===== config.mk =====
export PLATFORM = sky130hd
export DESIGN_NAME = time_weighted_log_averager_unit
export DESIGN_NICKNAME = d
export VERILOG_FILES = /design/src/rtl/twla_pkg.sv /design/src/rtl/time_weighted_log_averager_unit.sv
export SDC_FILE = /design/constraint.sdc
export NUM_CORES = 1
export LEC_CHECK = 0
export BUFFER_PORTS_ARGS = -buffer_cell sky130_fd_sc_hd__buf_2
export CAP_MARGIN = 20
export CORE_MARGIN = 1
export CORE_UTILIZATION = 58
export DETAILED_ROUTE_END_ITERATION = 16
export PLACE_DENSITY = 0.78
export SLEW_MARGIN = 20
export SYNTH_ARGS = -nofsm -noshare
export SYNTH_HDL_FRONTEND = slang
export SYNTH_SLANG_ARGS = --single-unit

===== constraint.sdc =====
create_clock -name i_clk -period 6.35 [get_ports i_clk]
set_input_delay 0.635 -clock i_clk [delete_from_list [all_inputs] [get_ports i_clk]]
set_output_delay 0.635 -clock i_clk [all_outputs]
set_load 0.01 [all_outputs]

===== src/rtl/twla_pkg.sv =====
// Shared constants and types for the time-weighted log averager.
// No dependencies; used by time_weighted_log_averager_unit.
package twla_pkg;

    localparam int unsigned TICKS_PER_SECOND = 1000;
    localparam int unsigned TPS_RECIP_SHIFT  = 24;
    localparam int unsigned TPS_RECIP        =
        ((1 << TPS_RECIP_SHIFT) + TICKS_PER_SECOND - 1) / TICKS_PER_SECOND;
    localparam int unsigned MAX_CLOSES       = 4;
    localparam int unsigned CLOSE_W          = $clog2(MAX_CLOSES);
    localparam int unsigned DIV_STEPS        = 32;
    localparam int unsigned DIV_CNT_W        = $clog2(DIV_STEPS);
    localparam logic [15:0] RECORD_INTERVAL_RST = 16'd60;
    localparam logic [15:0] ONPROP_MAX       = 16'd127;

    typedef enum logic [1:0] {
        KIND_ONPROP   = 2'd0,
        KIND_SETPOINT = 2'd1,
        KIND_TEMP     = 2'd2
    } t_kind;

    typedef enum logic [6:0] {
        S_IDLE  = 7'b000_0001,
        S_EVAL  = 7'b000_0010,
        S_MUL   = 7'b000_0100,
        S_ACC   = 7'b000_1000,
        S_CLOSE = 7'b001_0000,
        S_DIV   = 7'b010_0000,
        S_EMIT  = 7'b100_0000
    } t_state;

endpackage


===== src/rtl/time_weighted_log_averager_unit.sv =====
// Time-weighted log averager: weighted sums, interval averages, change-only on/setpoint records.
// Depends on twla_pkg (constants, kind codes, state type).
//
//  channel  dir  handshake            payload
//  s_*      in   s_tvalid/s_tready    s_tdata: temperature, on_proportion, setpoint, ticks
//  m_*      out  m_tvalid/m_tready    m_tdata: record_value; m_tuser: kind; m_tlast
//  cfg      in   i_cfg_valid/o_cfg_ready  i_cfg_data: record_interval
//
// A word without an interval close passes, from accept to the next accept, through the evaluate
// state and three multiply/accumulate pairs. Each close adds three rounds of load, 32
// restoring-divider steps and emit, plus any output stall; each further pass over leftover
// seconds repeats evaluate and the pairs. Ticks become seconds by a reciprocal multiply at accept.
// s_tready and o_cfg_ready are high only in idle; a record stalled on m_tready holds the sequencer.
// Reset (synchronous, active low) clears sums, last records, and sets interval to 60.
module time_weighted_log_averager_unit (
    input  logic        i_clk,
    input  logic        i_rst_n,
    input  logic        s_tvalid,
    output logic        s_tready,
    // [15:0] temperature, [22:16] on_proportion, [38:23] setpoint,
    // [50:39] elapsed_ticks, [55:51] zero
    input  logic [55:0] s_tdata,
    output logic        m_tvalid,
    input  logic        m_tready,
    // [15:0] record_value
    output logic [15:0] m_tdata,
    // [1:0] record_kind
    output logic [1:0]  m_tuser,
    output logic        m_tlast,
    input  logic        i_cfg_valid,
    output logic        o_cfg_ready,
    input  logic [15:0] i_cfg_data
);

    twla_pkg::t_state r_state, n_state;
    twla_pkg::t_kind  r_kind, n_kind;

    logic [15:0] r_cfg;
    logic [31:0] r_temp_sum, n_temp_sum;
    logic [22:0] r_onprop_sum, n_onprop_sum;
    logic [31:0] r_setpoint_sum, n_setpoint_sum;
    logic [16:0] r_seconds_sum, n_seconds_sum;
    logic [6:0]  r_last_onprop, n_last_onprop;
    logic [15:0] r_last_setpoint, n_last_setpoint;
    logic [twla_pkg::CLOSE_W-1:0] r_closes, n_closes;

    logic [15:0] r_t, r_s;
    logic [6:0]  r_p;
    logic [11:0] r_rem_secs, n_rem_secs;
    logic [11:0] r_part, n_part;
    logic        r_closing, n_closing;
    logic        r_last, n_last;
    logic [27:0] r_prod, n_prod;
    logic [15:0] r_avg, n_avg;

    logic [31:0] r_dq, n_dq;
    logic [15:0] r_dr, n_dr;
    logic [15:0] r_dvs, n_dvs;
    logic [twla_pkg::DIV_CNT_W-1:0] r_cnt, n_cnt;

    logic        r_m_tvalid, n_m_tvalid;
    logic [15:0] r_m_data, n_m_data;
    logic [1:0]  r_m_kind, n_m_kind;
    logic        r_m_last, n_m_last;

    logic [35:0] w_tick_prod;
    logic [15:0] w_ivl;
    logic [17:0] w_total;
    logic [16:0] w_gap;
    logic [11:0] w_part;
    logic [11:0] w_rem_after;
    logic [16:0] w_trial;
    logic        w_ge;
    logic [16:0] w_diff;
    logic [31:0] w_q_next;
    logic        w_div_done;
    logic [15:0] w_mul_a;
    logic [15:0] w_sat_max;
    logic [15:0] w_sat;
    logic        w_need;
    logic        w_slot_free;

    assign s_tready    = (r_state == twla_pkg::S_IDLE);
    assign o_cfg_ready = (r_state == twla_pkg::S_IDLE);
    assign m_tvalid    = r_m_tvalid;
    assign m_tdata     = r_m_data;
    assign m_tuser     = r_m_kind;
    assign m_tlast     = r_m_last;

    // ticks to whole seconds, exact for every 12-bit tick count
    assign w_tick_prod = 36'(s_tdata[50:39]) * 36'(twla_pkg::TPS_RECIP);

    assign w_ivl       = (r_cfg == 16'd0) ? 16'd1 : r_cfg;
    assign w_total     = {1'b0, r_seconds_sum} + 18'(r_rem_secs);
    assign w_gap       = (17'(w_ivl) > r_seconds_sum) ? 17'(w_ivl) - r_seconds_sum : 17'd0;
    assign w_part      = (w_gap > 17'(r_rem_secs)) ? r_rem_secs : w_gap[11:0];
    assign w_rem_after = r_rem_secs - w_part;

    // restoring divider step
    assign w_trial    = {r_dr, r_dq[31]};
    assign w_ge       = (w_trial >= {1'b0, r_dvs});
    assign w_diff     = w_trial - {1'b0, r_dvs};
    assign w_q_next   = {r_dq[30:0], w_ge};
    assign w_div_done = (r_cnt == twla_pkg::DIV_CNT_W'(twla_pkg::DIV_STEPS - 1));

    assign w_sat_max  = (r_kind == twla_pkg::KIND_ONPROP) ? twla_pkg::ONPROP_MAX : 16'hFFFF;
    assign w_sat      = (w_q_next > 32'(w_sat_max)) ? w_sat_max : w_q_next[15:0];

    assign w_slot_free = !r_m_tvalid || m_tready;

    always_comb begin
        unique case (r_kind)
            twla_pkg::KIND_ONPROP:   w_mul_a = 16'(r_p);
            twla_pkg::KIND_SETPOINT: w_mul_a = r_s;
            default:                 w_mul_a = r_t;
        endcase
    end

    always_comb begin
        unique case (r_kind)
            twla_pkg::KIND_ONPROP:   w_need = (r_avg[6:0] != r_last_onprop);
            twla_pkg::KIND_SETPOINT: w_need = (r_avg != r_last_setpoint);
            default:                 w_need = 1'b1;
        endcase
    end

    always_comb begin
        n_state         = r_state;
        n_kind          = r_kind;
        n_temp_sum      = r_temp_sum;
        n_onprop_sum    = r_onprop_sum;
        n_setpoint_sum  = r_setpoint_sum;
        n_seconds_sum   = r_seconds_sum;
        n_last_onprop   = r_last_onprop;
        n_last_setpoint = r_last_setpoint;
        n_closes        = r_closes;
        n_rem_secs      = r_rem_secs;
        n_part          = r_part;
        n_closing       = r_closing;
        n_last          = r_last;
        n_prod          = r_prod;
        n_avg           = r_avg;
        n_dq            = w_q_next;
        n_dr            = w_ge ? w_diff[15:0] : w_trial[15:0];
        n_dvs           = r_dvs;
        n_cnt           = r_cnt + 1'b1;
        n_m_tvalid      = r_m_tvalid && !m_tready;
        n_m_data        = r_m_data;
        n_m_kind        = r_m_kind;
        n_m_last        = r_m_last;

        unique case (r_state)
            twla_pkg::S_IDLE: begin
                if (s_tvalid) begin
                    n_rem_secs = w_tick_prod[twla_pkg::TPS_RECIP_SHIFT +: 12];
                    n_closes   = '0;
                    n_state    = twla_pkg::S_EVAL;
                end
            end
            twla_pkg::S_EVAL: begin
                n_kind = twla_pkg::KIND_ONPROP;
                if (w_total >= 18'(w_ivl)) begin
                    n_closing     = 1'b1;
                    n_part        = w_part;
                    n_rem_secs    = w_rem_after;
                    n_seconds_sum = '0;
                    n_last        = (16'(w_rem_after) < w_ivl) ||
                                    (r_closes == twla_pkg::CLOSE_W'(twla_pkg::MAX_CLOSES - 1));
                end else begin
                    n_closing     = 1'b0;
                    n_part        = r_rem_secs;
                    n_seconds_sum = w_total[16:0];
                end
                n_state = twla_pkg::S_MUL;
            end
            twla_pkg::S_MUL: begin
                n_prod  = 28'(w_mul_a) * 28'(r_part);
                n_state = twla_pkg::S_ACC;
            end
            twla_pkg::S_ACC: begin
                unique case (r_kind)
                    twla_pkg::KIND_ONPROP: begin
                        n_onprop_sum = r_onprop_sum + r_prod[22:0];
                        n_kind       = twla_pkg::KIND_SETPOINT;
                        n_state      = twla_pkg::S_MUL;
                    end
                    twla_pkg::KIND_SETPOINT: begin
                        n_setpoint_sum = r_setpoint_sum + 32'(r_prod);
                        n_kind         = twla_pkg::KIND_TEMP;
                        n_state        = twla_pkg::S_MUL;
                    end
                    default: begin
                        n_temp_sum = r_temp_sum + 32'(r_prod);
                        n_kind     = twla_pkg::KIND_ONPROP;
                        n_state    = r_closing ? twla_pkg::S_CLOSE : twla_pkg::S_IDLE;
                    end
                endcase
            end
            twla_pkg::S_CLOSE: begin
                unique case (r_kind)
                    twla_pkg::KIND_ONPROP:   n_dq = 32'(r_onprop_sum);
                    twla_pkg::KIND_SETPOINT: n_dq = r_setpoint_sum;
                    default:                 n_dq = r_temp_sum;
                endcase
                n_dr    = '0;
                n_dvs   = w_ivl;
                n_cnt   = '0;
                n_state = twla_pkg::S_DIV;
            end
            twla_pkg::S_DIV: begin
                if (w_div_done) begin
                    n_avg   = w_sat;
                    n_state = twla_pkg::S_EMIT;
                end
            end
            twla_pkg::S_EMIT: begin
                if (!w_need || w_slot_free) begin
                    if (w_need) begin
                        n_m_tvalid = 1'b1;
                        n_m_data   = r_avg;
                        n_m_kind   = r_kind;
                        n_m_last   = (r_kind == twla_pkg::KIND_TEMP) && r_last;
                    end
                    unique case (r_kind)
                        twla_pkg::KIND_ONPROP: begin
                            n_last_onprop = r_avg[6:0];
                            n_kind        = twla_pkg::KIND_SETPOINT;
                            n_state       = twla_pkg::S_CLOSE;
                        end
                        twla_pkg::KIND_SETPOINT: begin
                            n_last_setpoint = r_avg;
                            n_kind          = twla_pkg::KIND_TEMP;
                            n_state         = twla_pkg::S_CLOSE;
                        end
                        default: begin
                            n_temp_sum     = '0;
                            n_onprop_sum   = '0;
                            n_setpoint_sum = '0;
                            n_kind         = twla_pkg::KIND_ONPROP;
                            n_closes       = r_closes + 1'b1;
                            // leftover seconds are re-evaluated unless the close limit is hit
                            n_state        = ((r_rem_secs == 12'd0) ||
                                              (r_closes ==
                                               twla_pkg::CLOSE_W'(twla_pkg::MAX_CLOSES - 1)))
                                             ? twla_pkg::S_IDLE : twla_pkg::S_EVAL;
                        end
                    endcase
                end
            end
            default: n_state = twla_pkg::S_IDLE;
        endcase
    end

    always_ff @(posedge i_clk) begin
        if (!i_rst_n) begin
            r_state         <= twla_pkg::S_IDLE;
            r_kind          <= twla_pkg::KIND_ONPROP;
            r_cfg           <= twla_pkg::RECORD_INTERVAL_RST;
            r_temp_sum      <= '0;
            r_onprop_sum    <= '0;
            r_setpoint_sum  <= '0;
            r_seconds_sum   <= '0;
            r_last_onprop   <= '0;
            r_last_setpoint <= '0;
            r_closes        <= '0;
            r_m_tvalid      <= 1'b0;
        end else begin
            r_state         <= n_state;
            r_kind          <= n_kind;
            if (i_cfg_valid && o_cfg_ready) begin
                r_cfg <= i_cfg_data;
            end
            r_temp_sum      <= n_temp_sum;
            r_onprop_sum    <= n_onprop_sum;
            r_setpoint_sum  <= n_setpoint_sum;
            r_seconds_sum   <= n_seconds_sum;
            r_last_onprop   <= n_last_onprop;
            r_last_setpoint <= n_last_setpoint;
            r_closes        <= n_closes;
            r_m_tvalid      <= n_m_tvalid;
        end
    end

    always_ff @(posedge i_clk) begin
        if (s_tready && s_tvalid) begin
            r_t <= s_tdata[15:0];
            r_p <= s_tdata[22:16];
            r_s <= s_tdata[38:23];
        end
        r_rem_secs <= n_rem_secs;
        r_part     <= n_part;
        r_closing  <= n_closing;
        r_last     <= n_last;
        r_prod     <= n_prod;
        r_avg      <= n_avg;
        r_dq       <= n_dq;
        r_dr       <= n_dr;
        r_dvs      <= n_dvs;
        r_cnt      <= n_cnt;
        r_m_data   <= n_m_data;
        r_m_kind   <= n_m_kind;
        r_m_last   <= n_m_last;
    end

    a_busy_after_accept: assert property (@(posedge i_clk) disable iff (!i_rst_n)
        (s_tvalid && s_tready) |=> !s_tready)
        else $error("input accepted while sequencer busy");

    a_onprop_range: assert property (@(posedge i_clk) disable iff (!i_rst_n)
        (m_tvalid && m_tuser == twla_pkg::KIND_ONPROP) |-> (m_tdata[15:7] == 9'd0))
        else $error("on-percentage record out of range");

    a_last_is_temp: assert property (@(posedge i_clk) disable iff (!i_rst_n)
        (m_tvalid && m_tlast) |-> (m_tuser == twla_pkg::KIND_TEMP))
        else $error("last record of run is not a temperature record");

    a_sums_clear_after_close: assert property (@(posedge i_clk) disable iff (!i_rst_n)
        (r_state == twla_pkg::S_EMIT && r_kind == twla_pkg::KIND_TEMP && w_slot_free)
        |=> (r_temp_sum == 32'd0 && r_onprop_sum == 23'd0 && r_setpoint_sum == 32'd0))
        else $error("sums not cleared after interval close");

endmodule

# ---- After elaboration in Yosys (flattened, before gate mapping)
# Index checks and enable logic that the tools add are counted.
dict set report word_totals {
  reg_bits 352
  inputBits 77
  output_inout_bits 22
  elab_cells 140
}
dict set report op_classes {
  n_addsub 9
  mul 2
  order_cmp 6
  n_eq_ne 21
  mux 44
  n_reduce_logical 31
}
# cell n
set op_table {}
lappend op_table {{one-hot mux 32 bit (2 select lines)} 3}
lappend op_table {{2-to-1 mux 32 bit} 5}
lappend op_table {{2-to-1 mux 23 bit} 3}
lappend op_table {{adder 32 x 28 -> 32 bit} 2}
lappend op_table {{2-to-1 mux 16 bit} 4}
lappend op_table {{one-hot mux 7 bit (7 select lines)} 1}
lappend op_table {{2-to-1 mux 12 bit} 4}
lappend op_table {{one-hot mux 23 bit (2 select lines)} 1}
lappend op_table {{2-to-1 mux 17 bit} 2}
lappend op_table {{> comparator 32 x 16 -> 1 bit} 1}
lappend op_table {{one-hot mux 16 bit (2 select lines)} 1}
lappend op_table {{multiplier 16 x 12 -> 28 bit} 1}
lappend op_table {{multiplier 12 x 14 -> 26 bit (second input constant)} 1}
lappend op_table {{one-hot mux 12 bit (2 select lines)} 1}
lappend op_table {{adder 23 bit} 1}
lappend op_table {{2-to-1 mux 7 bit} 3}
lappend op_table {{adder 17 x 12 -> 18 bit} 1}
lappend op_table {{>= comparator 18 x 16 -> 1 bit} 1}
lappend op_table {{>= comparator 17 x 16 -> 1 bit} 1}
lappend op_table {{> comparator 16 x 17 -> 1 bit} 1}
lappend op_table {{> comparator 17 x 12 -> 1 bit} 1}
lappend op_table {{subtractor 16 x 17 -> 17 bit} 1}
lappend op_table {{logical NOT 16 bit} 1}
lappend op_table {{< comparator 12 x 16 -> 1 bit} 1}
lappend op_table {{34 further kinds} 71}

# ---- Longest topological paths before layout
# Gate-level depths: netlist of run 1.
dict set report depth {
  ltp_word 9
  ltp_mapped 38
  depth_no_buf 37
}

# ---- Worst setup path after synthesis of run 1
# Ideal clock, no wire load.
dict set report synth_timing {
  kind {register -> register}
  from {register r_cfg[12]}
  to {register r_last (data pin)}
  setup_ns 0.139
  arrival_ns 6.750
  required_time_ns 6.211
  setup_slack_ns -0.539
  path_stages_with_launch 37
  path_buffers 2
  period_less_slack_ns 6.889
  cell_sequence {dfxtp_1 -> nor4_1 -> a41o_1 -> inv_1 -> ha_1 -> fa_1 -> nor2b_1 -> o31ai_1 -> a21oi_1 -> o21ai_0 -> nand2b_1 -> a21oi_1 -> xnor2_1 -> nor2_1 -> ha_1 -> nand3_1 -> or2_2 -> or4b_1 -> and3_1 -> nor2_1 -> buf_2 -> buf_1 -> o21ai_0 -> ha_1 -> or3_1 -> o211ai_1 -> ha_1 -> o21ai_0 -> nand2b_1 -> a21oi_1 -> nor2b_1 -> o21a_1 -> o21ai_0 -> nand2b_1 -> a2111oi_0 -> a2111oi_0 -> nor2_1}
}
dict set report synth_via {
  elab_chain_cells 9
  word_cells_on_any_way 10
  cone_classes {add/sub (2); order compare (3); mux (3); reduce/logical (2)}
}
# item line
set synth_rtl {}
lappend synth_rtl {{from (decl)} time_weighted_log_averager_unit.sv:38} ;# logic [15:0] r_cfg;
lappend synth_rtl {{from (signal assigned)} time_weighted_log_averager_unit.sv:258} ;# r_cfg <= twla_pkg::RECORD_INTERVAL_RST;
lappend synth_rtl {{from (signal assigned)} time_weighted_log_averager_unit.sv:271} ;# r_cfg <= i_cfg_data;
lappend synth_rtl {{logical NOT 16 bit (*)} time_weighted_log_averager_unit.sv:93} ;# assign w_ivl = (r_cfg == 16'd0) ? 16'd1 : r_cfg;
lappend synth_rtl {{2-to-1 mux 16 bit (*)} time_weighted_log_averager_unit.sv:93}
lappend synth_rtl {{net w_ivl[0]} time_weighted_log_averager_unit.sv:67} ;# logic [15:0] w_ivl;
lappend synth_rtl {{subtractor 16 x 17 -> 17 bit or > comparator 16 x 17 -> 1 bit (tied branches)} time_weighted_log_averager_unit.sv:95} ;# assign w_gap = (17'(w_ivl) > r_seconds_sum) ? 17'(w_ivl) - r_seconds_sum : 17'd0;
lappend synth_rtl {{2-to-1 mux 17 bit} time_weighted_log_averager_unit.sv:95}
lappend synth_rtl {{> comparator 17 x 12 -> 1 bit} time_weighted_log_averager_unit.sv:96} ;# assign w_part = (w_gap > 17'(r_rem_secs)) ? r_rem_secs : w_gap[11:0];
lappend synth_rtl {{2-to-1 mux 12 bit} time_weighted_log_averager_unit.sv:96}
lappend synth_rtl {{subtractor 12 bit} time_weighted_log_averager_unit.sv:97} ;# assign w_rem_after = r_rem_secs - w_part;
lappend synth_rtl {{< comparator 12 x 16 -> 1 bit (*)} time_weighted_log_averager_unit.sv:167} ;# n_last = (16'(w_rem_after) < w_ivl) ||
lappend synth_rtl {{logical OR 1 bit (*)} time_weighted_log_averager_unit.sv:167}
lappend synth_rtl {{to (signal assigned)} time_weighted_log_averager_unit.sv:293} ;# r_last <= n_last;
lappend synth_rtl {{to (decl)} time_weighted_log_averager_unit.sv:52} ;# logic r_last, n_last;
# Mark *: on every way through the listed nets, which the timed path passes. The rest lies on a longest branch.
# A chain may end at the register's enable or synchronous reset.

# ---- Worst setup path after layout of run 1
dict set report layout_timing {
  from {register r_cfg[15]}
  to {register r_last (data pin)}
}
dict set report layout_via {
  elab_chain_cells 9
  word_cells_on_any_way 10
  cone_classes {add/sub (2); order compare (3); mux (3); reduce/logical (2)}
}
# item line
set layout_rtl {}
lappend layout_rtl {{logical NOT 16 bit (*)} time_weighted_log_averager_unit.sv:93}
lappend layout_rtl {{2-to-1 mux 16 bit (*)} time_weighted_log_averager_unit.sv:93}
lappend layout_rtl {{net w_ivl[0]} time_weighted_log_averager_unit.sv:67}
lappend layout_rtl {{subtractor 16 x 17 -> 17 bit or > comparator 16 x 17 -> 1 bit (tied branches)} time_weighted_log_averager_unit.sv:95}
lappend layout_rtl {{2-to-1 mux 17 bit (*)} time_weighted_log_averager_unit.sv:95}
lappend layout_rtl {{> comparator 17 x 12 -> 1 bit} time_weighted_log_averager_unit.sv:96}
lappend layout_rtl {{2-to-1 mux 12 bit (*)} time_weighted_log_averager_unit.sv:96}
lappend layout_rtl {{subtractor 12 bit (*)} time_weighted_log_averager_unit.sv:97}
lappend layout_rtl {{net w_rem_after[11]} time_weighted_log_averager_unit.sv:71} ;# logic [11:0] w_rem_after;
lappend layout_rtl {{< comparator 12 x 16 -> 1 bit (*)} time_weighted_log_averager_unit.sv:167}
lappend layout_rtl {{logical OR 1 bit (*)} time_weighted_log_averager_unit.sv:167}
# Marked as above.

==> results of run 1 <==
-- timing repair --
action | in CTS | in global routing
pin swaps | 14 | 40
setup endpoints to repair | 6 | 6
hold endpoints to repair | 0 | 0
gates resized for setup | 22 | 58
buffers inserted | 6 | 9
-- stage by stage --
step | total power, mW | setup TNS [ns] | setup WS, ns | utilization
2_1_floorplan | 5.87 | -0.0160 | -0.0160 | -
3_3_place_gp | 7.16 | -0.926 | -0.300 | 0.635
3_5_place_dp | 7.41 | -1.91 | -0.543 | 0.635
4_1_cts | 10.0 | -0.261 | -0.261 | 0.668
5_1_grt | 11.1 | -1.03 | -0.746 | 0.674
6_report | 10.4 | -0.364 | -0.364 | 0.674
-- worst reg2reg max path, delay by kind of cell, from the launching register on --
| kind | cells | cell delay [ns] |
|---|---|---|
| muxes | 2 | 0.49 |
| xor gates and xnor gates | 1 | 0.25 |
| buffers and inverters | 3 | 0.25 |
| and+or+nand+nor | 12 | 2.07 |
| AOI/OAI and AO/OA | 9 | 2.07 |
| DFF | 1 | 0.33 |
| adders and majority gates | 4 | 1.02 |
-- area by class of cell --
cell class                 instances  area [um^2]  area share
clock buffer                      51         1140      0.0352
inverter                         304         1140      0.0354
multi-input combinational       2317        18600       0.575
clock inverter                    25          278     0.00859
tap                              615          769      0.0238
timing repair buffer             275         1900      0.0587
antenna                            1         2.50   0.0000774
sequential                       352         8500       0.263
-- kinds of logic (layout without fill, tap and decap cells) --
group           count (synthesis)  after routing  synth area share
compound gates                615            615             0.139
xor+xnor                      153            153            0.0473
fa+ha+maj                     483            483             0.257
buf+inv                       428            655            0.0572
flops                         352            352             0.300
mux                            77             77            0.0281
other cells                     0              1                 0
simple gates                  989            989             0.172
-- worst max-delay path by stage --
| stage | start | end | slack [ns] |
|---|---|---|---|
| after global placement | r_cfg[2] | r_last | -0.30 |
| after floorplan | r_cfg[15] | r_last | -0.02 |
| after global routing | r_cfg[15] | r_last | -0.75 |
| final | r_cfg[15] | r_last | -0.36 |
| after detailed placement | r_cfg[2] | r_last | -0.54 |
| after CTS | r_cfg[15] | r_last | -0.26 |
-- power groups by stage --
stage                     clock, mW  sequential, mW  combinational (mW)
after global routing           2.58            2.77                5.77
final                          2.47            2.76                5.21
after floorplan                   0            2.74                3.13
after CTS                      2.50            2.76                4.79
after global placement            0            2.79                4.36
after detailed placement          0            2.80                4.61
-- synth_stat cells, drive strengths merged, types with 47 or more instances --
cell | number | area (um^2)
and2 | 86 | 538
o21ai | 131 | 656
edfxtp | 144 | 4320
clkbuf | 107 | 402
nor2 | 186 | 698
nor2b | 137 | 857
xnor2 | 109 | 955
nor3 | 58 | 290
nand2 | 303 | 1140
a21oi | 184 | 932
fa | 163 | 3260
nand3 | 59 | 295
inv | 303 | 1140
dfxtp | 208 | 4160
a21o | 47 | 353
mux2i | 57 | 571
ha | 320 | 4000
-- state kept, by name, summed over array words and instances (netlist names), 16 cells and up --
name             count
r_setpoint_sum      32
r_prod              28
r_s                 16
r_dvs               16
r_avg               16
r_temp_sum          32
m_tdata             16
r_last_setpoint     16
r_t                 16
r_cfg               16
r_onprop_sum        23
r_dq                32
r_dr                16
r_seconds_sum       17
-- layer usage --
metal  up-vias  part of all wire  wire length [um]
li1      11000                 -                 -
met1     11300              0.42             30100
met2       848              0.49             34800
met3       163             0.068              4870
met4         0             0.026              1900
met5         -                 0                 0
==> qor.txt, run 1 <==
Final Hold Fails = 0
Final setup viols = 1
top_reg_cell synth = dfxtp_1
CP dominant cell by count = nor2_1
DR iter-0 viols = 2006
clock network power share = 0.237
fin crit period = 6.71 ns
switching power = 3.90 mW
P&R area growth vs syn = 14.1%
clk buf depth = 3
worst hold endpoint = r_t[13]
Max VDD drop = 289 uV
Int Pwr = 6.55 mW
Die H = 223 um
met1 usage = 0.372
synth warn = 0
placed instance area = 30500 um^2
hold path depth = 1
HP Class = in -> reg
total CTS buffers = 41
register area share after synthesis = 0.300
flops & latches, synth = 352
Leak Pwr = 14.4 nW
CP bufs+invs = 3
reg2reg setup slack = -0.36 ns
Overall Global Routing Usage = 0.286
CTS Sinks = 352
CP Data Arrival Time = 7.03 ns
Top delay family on crit path = compound AO/OA/AOI/OAI gates
critical path's slowest cell = or4b_4
CTS Hold Bufs = 0
placed cells = 3848
unrepaired setup endpoints after global routing = yes
gr busiest metal = met2
Post-Route WL = 71700 um
initial antenna violation count = 0
ratio of cells with drive above 1 in the final layout = 0.136
DIE WIDTH = 223 um
residual DRC count = 0
Hold WS = 0.241 ns
H-tree depth = 2
Initial Utilization = 0.591
CP Max Fanout = 3
status = complete, but fails checks
f_max = 149 MHz
Worst path depth = 31
Slew Limit Fails = 0
pin count of the biggest net entering global routing = 96
crit path kind = reg -> reg
Flop pwr share = 0.264
Via Count = 23300
Worst Slack Setup Final = -0.364 ns
most frequent cells in the layout = ha_1 (312), nand2_1 (301), inv_1 (292), dfxtp_1 (205), nor2_1 (184)
number of synthesized flops with an enable pin = 144
Comb power frac = 0.499
vias in the first global route = 23500
Reg2Reg Depth = 31
max incr delay on CP = 0.53 ns
hold_sp = s_tdata[13]
PD cells = 323 nW/um^2
Final nets = 3851
fill cell instance count of the final layout = 3635
core area = 47900 um^2
post-route cell area = 32300 um^2
row cnt = 80
Root Buffer = clkbuf_16
vias per inst = 5.92
post-route ant nets = 0
Syn Nets = 3657
drt pass-1 iters = 8
M2 GR Usage = 0.496
TritonCTS clock tree = built
Port-buffer cells = 93
leading cell type in the layout, fill and taps excluded = ha_1
Max Cap Viol = 0
mean area per synthesized cell = 9.15 um^2
fin crit share = 1.06
worst slew pin tran = 0.976 ns
Synth cell types = 78
grt ovf = 0
Cells after Synth = 3097
violated checks = setup timing
Non-Filler Instances = 3940
CP startpoint kind = register
clk_skew = 0.0199 ns
Switching Share = 0.373
max_slew headroom = 0.349
Placer Congestion = 0.927
reg2reg end = r_last
CP Data Required Time = 6.66 ns
Clk Latency, worst-skew pair = 0.58 ns
GR Util met3 = 0.0356
full die area = 49700 um^2
Post-Synthesis Cell Area = 28300 um^2
number of top-level pins = 99
CP Capture Type = register
Post-synth ARST share = 0
DP HPWL = 54300 um
first-pass GRT wire length = 116000 um
FF-to-FF Start = r_cfg[15]
wire per inst = 18.2 um
Reg clk slew, reported paths = 0.06 ns
No activity file was read; power rests on OpenSTA's default activity.
==> run 2, diff against run 1 <==
--- a/config.mk
+++ b/config.mk
@@ -11,6 +11,7 @@
 export CORE_UTILIZATION = 58
 export DETAILED_ROUTE_END_ITERATION = 16
 export PLACE_DENSITY = 0.78
+export SETUP_SLACK_MARGIN = 0.3
 export SLEW_MARGIN = 20
 export SYNTH_ARGS = -nofsm -noshare
 export SYNTH_HDL_FRONTEND = slang
==> constraint.sdc (replaced) <==
create_clock -name i_clk -period 6.35 [get_ports i_clk]
set_input_delay 0.635 -clock i_clk [delete_from_list [all_inputs] [get_ports i_clk]]
set_output_delay 0.635 -clock i_clk [all_outputs]
set_load 0.005 [all_outputs]
==> qor.txt, run 2 (synthesis results as in run 1) <==
clk buf depth = 3
PD cells = 324 nW/um^2
most frequent cells in the layout = ha_1 (304), nand2_1 (298), inv_1 (294), dfxtp_1 (204), nor2_1 (183)
status = complete, but fails checks
CP dominant cell by count = buf_6
clk_skew = 0.0172 ns
f_max = 149 MHz
DP HPWL = 53900 um
Reg clk slew, reported paths = 0.07 ns
initial antenna violation count = 1
max_slew headroom = 0.321
CTS Sinks = 352
crit path kind = reg -> reg
post-route ant nets = 0
CP Data Required Time = 6.66 ns
full die area = 49700 um^2
H-tree depth = 2
utilization after layout = 0.674
DR iter-0 viols = 1903
core area = 47900 um^2
CP Data Arrival Time = 7.03 ns
total power = 10.5 mW
Initial Utilization = 0.591
Max Cap Viol = 0
violated checks = setup timing
HP Class = in -> reg
Final Hold Fails = 0
DIE WIDTH = 223 um
Slew Limit Fails = 0
CP Max Fanout = 3
CP startpoint kind = register
TritonCTS clock tree = built
ratio of cells with drive above 1 in the final layout = 0.138
fin crit period = 6.72 ns
leading cell type in the layout, fill and taps excluded = ha_1
critical path's slowest cell = or4b_4
drt pass-1 iters = 8
Overall Global Routing Usage = 0.288
P&R area growth vs syn = 14.0%
Final nets = 3844
total CTS buffers = 39
vias in the first global route = 23700
Worst Slack Setup Final = -0.369 ns
max incr delay on CP = 0.54 ns
first-pass GRT wire length = 116000 um
Post-Route WL = 71800 um
unrepaired setup endpoints after global routing = yes
worst slew pin tran = 1.02 ns
CP bufs+invs = 15
number of top-level pins = 99
residual DRC count = 0
fin crit share = 1.06
wire per inst = 18.3 um
Final setup viols = 2
CP Capture Type = register
grt ovf = 0
Die H = 223 um
Root Buffer = clkbuf_16
Clk Latency, worst-skew pair = 0.57 ns
Via Count = 23300
Placer Congestion = 0.945
row cnt = 80
Max VDD drop = 268 uV
Port-buffer cells = 93
Top delay family on crit path = simple AND/OR/NAND/NOR gates
vias per inst = 5.92
pin count of the biggest net entering global routing = 103
Leak Pwr = 14.3 nW
Largest regs = r_dq (32), r_setpoint_sum (32), r_temp_sum (32)
run 2: cell types whose count changed in the layout (fill, tap and decap cells not counted), sizes merged:
cell      before  now
buf          275  270
inv          309  305
clkbuf        51   46
clkinv        15   17
clkinvlp       1    2
run 2: cell type report:
cell class | count | area (um^2)
antenna | 1 | 2.50
clock buffer | 46 | 1010
clock inverter | 24 | 238
fill | 3601 | 15600
inverter | 304 | 1140
multi-input combinational | 2317 | 18700
sequential | 352 | 8500
tap | 615 | 769
timing repair buffer | 270 | 1900
run 2: worst paths after layout:
check / start / endpoint / slack, ns / cells past startpoint
min: s_tdata[9] / r_t[9] / 0.24 / 1
max: r_cfg[15] / r_rem_secs[2] / -0.37 / 39
min reg2reg: r_dq[19] / r_dq[20] / 0.46 / 2
max reg2reg: r_cfg[15] / r_rem_secs[2] / -0.37 / 39
run 2: power breakdown:
part           internal, mW  switching, mW
Combinational          2.58           2.84
Clock                  1.31          0.959
Sequential             2.62          0.146
run 2: per-layer routing:
metal  global-route usage  routed length [um]  up-vias  part of all wire
li1                     -                   -    11000                 -
met1                0.372               31000    11300              0.43
met2                0.494               34000      803              0.47
met3               0.0344                4350      173             0.061
met4                0.114                2490        0             0.035
met5                    0                   0        -                 0
run 2: repair_timing:
| item | CTS | global route |
|---|---|---|
| hold buffers | 0 | 0 |
| buffers inserted | 27 | 19 |
| pin swaps | 37 | 83 |
| endpoints found under the setup margin | 8 | 11 |
| resized for setup | 50 | 69 |
| endpoints found under the hold margin | 0 | 0 |
| cloned | 1 | 0 |
run 2: stage by stage:
stage,setup slack [ns],hold slack [ns],TNS (ns),cells,cell area [um^2]
final,-0.369,0.239,-0.728,3929,32300
after global routing,-0.662,0.238,-1.27,3928,32300
after detailed placement,-0.521,0.447,-0.831,3811,30200
after global placement,-0.255,0.425,-0.255,3811,30200
after CTS,-0.291,0.227,-0.418,3909,31900
after floorplan,-0.0160,0.407,-0.0160,3097,28500
